$ cat src/rtl/core/lcvc_pkg.sv
package lcvc_pkg;

  localparam int DIM_DEFAULT         = 4;
  localparam int COORD_WIDTH_DEFAULT = 16;
  localparam int NUM_COORDS          = 4;
  localparam int WEIGHT_W            = 16;
  localparam int OFFSET_W            = 32;
  localparam int COUNT_W             = 16;
  localparam int REG_INDEX_W         = 3;
  localparam int CFG_DATA_W          = 32;

  localparam logic [COUNT_W-1:0] COUNT_MAX = {COUNT_W{1'b1}};

  typedef enum logic [REG_INDEX_W-1:0] {
    REG_WEIGHT_ZERO  = 3'd0,
    REG_WEIGHT_ONE   = 3'd1,
    REG_WEIGHT_TWO   = 3'd2,
    REG_WEIGHT_THREE = 3'd3,
    REG_OFFSET       = 3'd4,
    REG_LIMIT        = 3'd5
  } reg_index_t;

  typedef struct packed {
    logic label_positive;
    logic last_point;
  } tag_t;

endpackage

$ cat src/rtl/core/lcvc_cell.sv
module lcvc_cell #(
  parameter int COORD_WIDTH = lcvc_pkg::COORD_WIDTH_DEFAULT,
  parameter int SUM_W       = 40,
  parameter int INDEX       = 0
) (
  input  logic                                           clk,
  input  logic                                           rst,
  input  logic                                           in_valid,
  output logic                                           in_ready,
  input  logic signed [SUM_W-1:0]                        in_sum,
  input  logic [lcvc_pkg::NUM_COORDS*COORD_WIDTH-1:0]    in_coords,
  input  lcvc_pkg::tag_t                                 in_tag,
  input  logic signed [lcvc_pkg::WEIGHT_W-1:0]           weight,
  output logic                                           out_valid,
  input  logic                                           out_ready,
  output logic signed [SUM_W-1:0]                        out_sum,
  output logic [lcvc_pkg::NUM_COORDS*COORD_WIDTH-1:0]    out_coords,
  output lcvc_pkg::tag_t                                 out_tag
);
  import lcvc_pkg::*;

  localparam int PROD_W = COORD_WIDTH + WEIGHT_W;

  logic signed [COORD_WIDTH-1:0] coord;
  logic signed [PROD_W-1:0]      product;

  assign in_ready = !out_valid || out_ready;
  assign coord    = in_coords[INDEX*COORD_WIDTH +: COORD_WIDTH];
  assign product  = PROD_W'(weight) * PROD_W'(coord);

  always_ff @(posedge clk) begin
    if (rst) begin
      out_valid <= 1'b0;
    end else if (in_ready) begin
      out_valid <= in_valid;
    end
  end

  always_ff @(posedge clk) begin
    if (in_ready && in_valid) begin
      out_sum    <= in_sum + SUM_W'(product);
      out_coords <= in_coords;
      out_tag    <= in_tag;
    end
  end

endmodule

$ cat src/rtl/core/lcvc_tally.sv
module lcvc_tally #(
  parameter int SUM_W = 40
) (
  input  logic                                clk,
  input  logic                                rst,
  input  logic                                in_valid,
  output logic                                in_ready,
  input  logic signed [SUM_W-1:0]             in_sum,
  input  lcvc_pkg::tag_t                      in_tag,
  input  logic [lcvc_pkg::COUNT_W-1:0]        limit,
  output logic                                out_valid,
  input  logic                                out_ready,
  output logic                                out_wrong,
  output logic [lcvc_pkg::COUNT_W-1:0]        out_count,
  output logic                                out_within,
  output logic                                out_last
);
  import lcvc_pkg::*;

  logic [COUNT_W-1:0] running_wrong;
  logic [COUNT_W-1:0] count_next;
  logic               wrong;
  logic               fire;

  assign in_ready = !out_valid || out_ready;
  assign fire     = in_valid && in_ready;

  // A zero score is wrong for either label.
  always_comb begin
    wrong = (in_sum == '0) ||
            (in_tag.label_positive ? in_sum[SUM_W-1] : !in_sum[SUM_W-1]);
    if (wrong && running_wrong != COUNT_MAX) begin
      count_next = running_wrong + 1'b1;
    end else begin
      count_next = running_wrong;
    end
  end

  always_ff @(posedge clk) begin
    if (rst) begin
      out_valid     <= 1'b0;
      running_wrong <= '0;
    end else begin
      if (in_ready) begin
        out_valid <= in_valid;
      end
      if (fire) begin
        running_wrong <= in_tag.last_point ? '0 : count_next;
      end
    end
  end

  always_ff @(posedge clk) begin
    if (fire) begin
      out_wrong  <= wrong;
      out_count  <= count_next;
      out_within <= (count_next <= limit);
      out_last   <= in_tag.last_point;
    end
  end

endmodule

$ cat src/rtl/core/linear_classifier_violation_count.sv
// Scores each labelled point against the configured hyperplane and keeps a
// saturating count of wrongly classified points per set. The block takes one
// item every clock cycle while the output is not held back; a row of
// DIM cells each adds one weight-times-coordinate product to the score it
// hands on, and a final stage updates the count and registers the result.
// Backpressure on the output stalls only the stages that are full.
module linear_classifier_violation_count #(
  parameter int DIM         = lcvc_pkg::DIM_DEFAULT,
  parameter int COORD_WIDTH = lcvc_pkg::COORD_WIDTH_DEFAULT
) (
  input  logic                                  clk,
  input  logic                                  rst,
  input  logic                                  s_axis_tvalid,
  output logic                                  s_axis_tready,
  // coord_zero, coord_one, coord_two, coord_three
  input  logic [((lcvc_pkg::NUM_COORDS*COORD_WIDTH+7)/8)*8-1:0] s_axis_tdata,
  // label_positive
  input  logic [0:0]                            s_axis_tuser,
  input  logic                                  s_axis_tlast,
  output logic                                  m_axis_tvalid,
  input  logic                                  m_axis_tready,
  // wrong_count
  output logic [lcvc_pkg::COUNT_W-1:0]          m_axis_tdata,
  // point_wrong, within_limit
  output logic [1:0]                            m_axis_tuser,
  output logic                                  m_axis_tlast,
  input  logic                                  cfg_valid,
  output logic                                  cfg_ready,
  input  logic [lcvc_pkg::REG_INDEX_W-1:0]      cfg_index,
  input  logic [lcvc_pkg::CFG_DATA_W-1:0]       cfg_data
);
  import lcvc_pkg::*;

  localparam int PROD_W    = COORD_WIDTH + WEIGHT_W;
  localparam int WIDEST    = (PROD_W > OFFSET_W) ? PROD_W : OFFSET_W;
  localparam int SUM_W     = WIDEST + 3;
  localparam int COORDS_W  = NUM_COORDS * COORD_WIDTH;

  logic signed [WEIGHT_W-1:0] weight [NUM_COORDS];
  logic signed [OFFSET_W-1:0] offset_term;
  logic [COUNT_W-1:0]         violation_limit;

  logic                    chain_valid  [DIM+1];
  logic                    chain_ready  [DIM+1];
  logic signed [SUM_W-1:0] chain_sum    [DIM+1];
  logic [COORDS_W-1:0]     chain_coords [DIM+1];
  tag_t                    chain_tag    [DIM+1];

  assign cfg_ready = 1'b1;

  always_ff @(posedge clk) begin
    if (rst) begin
      for (int i = 0; i < NUM_COORDS; i++) begin
        weight[i] <= '0;
      end
      offset_term     <= '0;
      violation_limit <= '0;
    end else if (cfg_valid) begin
      unique case (reg_index_t'(cfg_index))
        REG_WEIGHT_ZERO:  weight[0]       <= cfg_data[WEIGHT_W-1:0];
        REG_WEIGHT_ONE:   weight[1]       <= cfg_data[WEIGHT_W-1:0];
        REG_WEIGHT_TWO:   weight[2]       <= cfg_data[WEIGHT_W-1:0];
        REG_WEIGHT_THREE: weight[3]       <= cfg_data[WEIGHT_W-1:0];
        REG_OFFSET:       offset_term     <= cfg_data[OFFSET_W-1:0];
        REG_LIMIT:        violation_limit <= cfg_data[COUNT_W-1:0];
        default: begin
        end
      endcase
    end
  end

  assign chain_valid[0]  = s_axis_tvalid;
  assign s_axis_tready   = chain_ready[0];
  assign chain_sum[0]    = SUM_W'(offset_term);
  assign chain_coords[0] = s_axis_tdata[COORDS_W-1:0];
  assign chain_tag[0]    = '{label_positive: s_axis_tuser[0], last_point: s_axis_tlast};

  for (genvar g = 0; g < DIM; g++) begin : g_cell
    lcvc_cell #(
      .COORD_WIDTH (COORD_WIDTH),
      .SUM_W       (SUM_W),
      .INDEX       (g)
    ) u_cell (
      .clk        (clk),
      .rst        (rst),
      .in_valid   (chain_valid[g]),
      .in_ready   (chain_ready[g]),
      .in_sum     (chain_sum[g]),
      .in_coords  (chain_coords[g]),
      .in_tag     (chain_tag[g]),
      .weight     (weight[g]),
      .out_valid  (chain_valid[g+1]),
      .out_ready  (chain_ready[g+1]),
      .out_sum    (chain_sum[g+1]),
      .out_coords (chain_coords[g+1]),
      .out_tag    (chain_tag[g+1])
    );
  end

  lcvc_tally #(
    .SUM_W (SUM_W)
  ) u_tally (
    .clk        (clk),
    .rst        (rst),
    .in_valid   (chain_valid[DIM]),
    .in_ready   (chain_ready[DIM]),
    .in_sum     (chain_sum[DIM]),
    .in_tag     (chain_tag[DIM]),
    .limit      (violation_limit),
    .out_valid  (m_axis_tvalid),
    .out_ready  (m_axis_tready),
    .out_wrong  (m_axis_tuser[0]),
    .out_count  (m_axis_tdata),
    .out_within (m_axis_tuser[1]),
    .out_last   (m_axis_tlast)
  );

endmodule
$ cat config.mk
export PLATFORM = sky130hd
export DESIGN_NAME = linear_classifier_violation_count
export DESIGN_NICKNAME = d
export VERILOG_FILES = /design/src/rtl/core/lcvc_pkg.sv /design/src/rtl/core/lcvc_cell.sv /design/src/rtl/core/lcvc_tally.sv /design/src/rtl/core/linear_classifier_violation_count.sv
export SDC_FILE = /design/constraint.sdc
export NUM_CORES = 2
export LEC_CHECK = 0
export ABC_AREA = 1
export BUFFER_PORTS_ARGS = -buffer_cell sky130_fd_sc_hd__buf_4
export CORE_AREA = 2 2 339 341
export DETAILED_ROUTE_END_ITERATION = 10
export DIE_AREA = 0 0 341 343
export GPL_ROUTABILITY_DRIVEN = 0
export GPL_TIMING_DRIVEN = 0
export PLACE_DENSITY_LB_ADDON = 0.1
export SKIP_CTS_REPAIR_TIMING = 1
export SYNTH_ARGS = -nofsm -noshare
export SYNTH_HDL_FRONTEND = slang
export SYNTH_SLANG_ARGS = --single-unit
export TNS_END_PERCENT = 10
$ cat constraint.sdc
create_clock -name clk -period 6.3 [get_ports clk]
set_input_delay 1.26 -clock clk [delete_from_list [all_inputs] [get_ports clk]]
set_output_delay 1.26 -clock clk [all_outputs]
set_load 0.03 [all_outputs]
; After elaboration in Yosys (flattened, before gate mapping)
; Memories as Yosys holds them, arrays and structs flattened.
; Index checks and enable logic that the tools add are counted.
[classes]
reduce_logical = 22
n_eq_ne = 6
mul = 4
shifts = 0
bitwise = 4
magnitude_cmp = 1
muxes = 25
div = 0
addsub = 5
[op_table]
columns = cell, count
row1 = $mul 16x16->32, 4
row2 = $add 35x32->35, 3
row3 = $mux 16, 6
row4 = $logic_not 35->1, 1
row5 = $add 32x32->33, 1
row6 = $mux 1, 19
row7 = $add 16x1->16 const B, 1
row8 = $le 16x16->1, 1
row9 = $ne 16x16->1 const B, 1
row10 = $eq 3x2->1 const B, 2
row11 = $eq 3x3->1 const B, 2
row12 = $logic_and 1x1->1, 6
row13 = $logic_not 1->1, 6
row14 = $logic_or 1x1->1, 6
row15 = $or 1x1->1, 4
row16 = $reduce_and 2->1, 2
row17 = $eq 3x1->1 const B, 1
row18 = $logic_not 3->1, 1
[word_totals]
inputBits = 106
memories = 1
reg_bits = 428
out_inout_bits = 22
word_cells = 95
latch_bits = 0
ramBits = 64
rom_bits = 0
[memory_table]
columns = name, words, word_bits, rd, rd_ports_with_merged_regs, write_ports, line
row1 = weight, 4, 16, 4, 0, 4, linear_classifier_violation_count.sv:39  ; logic signed [WEIGHT_W-1:0] weight [NUM_COORDS];

; Logic depth before layout (Yosys ltp)
[logic_depth]
word_depth = 7
depth_mapped = 27
ltp_nobuf = 25

; Cells and area by module
; A second synthesis with hierarchy kept.
[hier_totals]
cells_unflattened = 7981
hier_area_um2 = 69666.8
[by_module_without_submodules]
columns = mod, area_each_um2, cells_each, n_inst, seq_area_each_um2
row1 = lcvc_cell at g_cell[1].u_cell ..., 15628.7, 1780, 2, 3052.9
row2 = lcvc_cell at g_cell[0].u_cell, 15862.7, 1848, 1, 3052.9
row3 = lcvc_cell at g_cell[3].u_cell, 15715.1, 1791, 1, 3052.9
row4 = linear_classifier_violation_count, 4337.9, 451, 1, 2882.8
row5 = lcvc_tally, 2493.6, 331, 1, 910.9

; Worst setup path before layout
; OpenSTA, ideal clock, no wires.
[synth_timing]
kind = input port to flip-flop
startpoint = input port s_axis_tdata[1] in the netlist's numbering
endpoint = register g_cell[0].u_cell.out_sum[33], data pin
t_required_ns = 6.048
stages = 25
n_path_buf = 1
setup_slack_ns = -0.218
arrival_ns = 6.266
setup_ns = 0.252
cell_sequence = clkbuf_1 -> nand2_1 -> inv_1 -> fa_1 -> inv_1 -> fa_1 -> inv_1 -> fa_1 -> fa_1 -> fa_1 -> inv_1 -> fa_1 -> inv_1 -> ha_1 -> nand2_1 -> nor2_2 -> inv_2 -> nor3_1 -> inv_1 -> nor2_1 -> nand2_1 -> nand2_1 -> inv_1 -> nand2_1 -> nand2_1
[synth_between]
elab_chain_len = 2
[synth_rtl]
columns = element, line
row1 = start: declaration, linear_classifier_violation_count.sv:16  ; input logic [((lcvc_pkg::NUM_COORDS*COORD_WIDTH+7)/8)*8-1:0] s_axis_tdata,
row2 = $mul 16x16->32, lcvc_cell.sv:29  ; assign product = PROD_W'(weight) * PROD_W'(coord);
row3 = $add 32x32->33, lcvc_cell.sv:41  ; out_sum <= in_sum + SUM_W'(product);
row4 = end signal: assignment, lcvc_cell.sv:41
row5 = end: declaration, lcvc_cell.sv:16  ; output logic signed [SUM_W-1:0] out_sum,
; No other way between the ends.
; A chain may end at the register's enable or synchronous reset.

; Final worst setup path
[layout_timing]
startpoint = input port s_axis_tdata[4] in the netlist's numbering
endpoint = register g_cell[0].u_cell.out_sum[20], data pin
; The elaborated chain is that of the path after synthesis.

==> flow_summary.toml <==
[logic_synthesis]
synth_compound_area_frac = 0.0388
synth_edf_count = 325
syn_area_per_cell_um2 = 8.85
synth_simple_gate_area_frac = 0.128
ys_ff_latch = 394
post_synth_num_cell_types = 50
syn_inst = 6976
synth.area.mux_share = 0
synth.net_count = 8741
yosys.area_share.xor_xnor = 0.0199
synthAdderAreaFrac = 0.486
yosysSeqAreaShare = 0.180
synth_top_family_by_area = "adder cells"
synthFlopType = "edfxtp_1"
synth_area_um2 = 61700
yosys_warnings = 0
async_flop_share = 0

[routing]
first_iter_violations = 2880
drc_errors = 0
post_drt_wl_per_cell_um = 18.9
wl_um = 164000
vias_per_cell = 5.13
first_pass_iters = 5
ant_nets = 0
vias = 44600

[timing]
finalCritPeriodShare = 0.991
clock.fmax_ghz = 0.160
tns_ps = 0
relSlewSlack = 0.487
worstMarginPinSlew_ps = 769
rsz0062_at_grt = "yes"
fin_skew_ps = 65.7
post-route-min-period_ps = 6240
hold_viol = 0
setup_viol = 0
setup_ws_ps = 58.8
slew_violations = 0

[global_route]
gr-total-overflow = 0
grt_start_max_net_pins = 41
grt_pass1_wl_um = 260000
antenna_found_initial = 6
grt_pass1_vias = 47300
grt_usage = 0.290

[critical_path]
cp_max_fo = 10
worstPathArrival_ps = 6580
cp_data_required_time_ps = 6640
endpoint_kind = "flop"
rrSetupSlack_ps = 80
path_cells = "clkbuf_2 -> buf_6 -> nand2_1 -> inv_1 -> fa_1 -> inv_1 -> fa_1 -> fa_1 -> inv_1 -> fa_1 -> fa_1 -> inv_1 -> fa_1 -> inv_1 -> ha_1 -> a21oi_2 -> o21ai_1 -> a21oi_2 -> o21ai_4 -> a21oi_1 -> xnor2_1"
slowest_delay_ps = 600
cp-start-kind = "primary input"
worst_path_most_repeated_cell = "fa_1"
cpMaxStageDelayCell = "fa_1"
crit_type = "primary input to flop"

[die]
core_area_um2 = 113000
die_area_um2 = 117000
initial_core_util = 0.544
die_y_um = 343
ioPinCount = 128
std_cell_rows = 124
die_w_um = 341

[clocking]
cts_max_level = 2
root_buffer = "clkbuf_16"
cts_tree = "done"
clk_path_buf_depth = 3
clk_pin_slew_ps = 70
clock-sinks = 394
clk_latency_ps = 660
cts_inserted_buffers = 47

[cells_and_area]
final_common_cell = "inv_1"
syn2layout_area_growth_pct = 8.57
final_cell_mix = "inv_1, nand2_1, fa_1"
layout-drive-gt1-share = 0.0771
layout.nets = 8900

[status]
status = "completed"

[placement]
portBuffers = 111
place_hpwl_um = 140000
dp_slack_ps = -1220

[worst_hold_path]
hold_class = "flop to flop"

[flow_run]
maxCapViolCount = 0
metal layers:
metal	global-route usage	part of all wire
met4	0.118	0.046
met2	0.495	0.49
met1	0.374	0.40
met5	0	0.00027
met3	0.0434	0.066
synth_stat cells (5+ instances only):
cell,number,area share
or2_2,7,0.00071
o21ai_2,5,0.00071
o21a_1,12,0.0015
buf_4,5,0.00061
o21ai_1,23,0.0019
o211ai_1,8,0.00097
a21oi_1,209,0.017
xor2_1,86,0.012
nor3_1,22,0.0018
a21oi_2,10,0.0014
dfxtp_1,69,0.022
inv_1,2126,0.13
a21o_1,21,0.0026
xnor2_1,54,0.0077
nand4_1,30,0.0030
ha_1,430,0.087
inv_2,9,0.00055
a21boi_0,9,0.0011
o21ai_0,108,0.0088
nand2_1,1367,0.083
o21bai_1,17,0.0021
nand3_1,110,0.0089
nor2_1,333,0.020
nand3b_1,12,0.0015
nand2_2,11,0.0011
fa_1,1229,0.40
clkbuf_1,260,0.016
a21boi_1,5,0.00061
edfxtp_1,325,0.16
nand3_2,22,0.0036
logic make-up (layout without fill, tap and decap cells):
kind of cell,Yosys count,after routing
buffers and inverters,2410,2606
xor gates and xnor gates,140,140
and+or+nand+nor,1942,1942
adders and majority gates,1659,1659
DFF,394,394
other,1,2
AOI/OAI and AO/OA,430,430
sequential cells by signal, indices dropped and copies added (netlist names), 4 cells and up:
signal,cells
offset_term,32
violation_limit,16
g_cell.u_cell.out_sum,138
u_tally.running_wrong,16
u_tally.out_count,16
g_cell.u_cell.out_tag,8
weight,64
g_cell.u_cell.out_valid,4
g_cell.u_cell.out_coords,96
metrics by stage:
step           cells  cell area [um2]   util  hold slack, ps
2_1_floorplan   6976            61700      -             400
3_3_place_gp    8599            64500  0.568             401
3_5_place_dp    8606            64600  0.570             405
4_1_cts         8692            66200  0.584             395
5_1_grt         8685            67000  0.591             404
6_report        8685            67000  0.591             396
cell type report:
type                       instances  area, um2
antenna                            1       2.50
buffer                           199       1060
clock buffer                      59       1220
clock inverter                    27        369
fill                           10100      46400
inverter                        2137       8030
multi-input combinational       4172      41800
sequential                       394      11100
tap                             1512       1890
timing repair buffer             184       1500
worst max-delay path, delay by kind of cell:
kind | cells | cell delay (ps)
AO/OA/AOI/OAI | 5 | 920
XOR/XNOR | 1 | 140
adder cells (fa/ha/maj) | 7 | 3460
buffers and inverters | 7 | 720
AND/OR/NAND/NOR | 1 | 60
final timing paths:
path / start / cells after the start / endpoint
setup / recovery: s_axis_tdata[4] / 21 / g_cell[0].u_cell.out_sum[20]
hold / removal: g_cell[0].u_cell.out_coords[44] / 0 / g_cell[1].u_cell.out_coords[44]
setup reg to reg: weight[3][15] / 23 / g_cell[3].u_cell.out_sum[32]
hold reg to reg: g_cell[0].u_cell.out_coords[44] / 0 / g_cell[1].u_cell.out_coords[44]
Power is not shown: default switching activity piles up to over one toggle a cycle in this logic, so the estimate is an artifact.
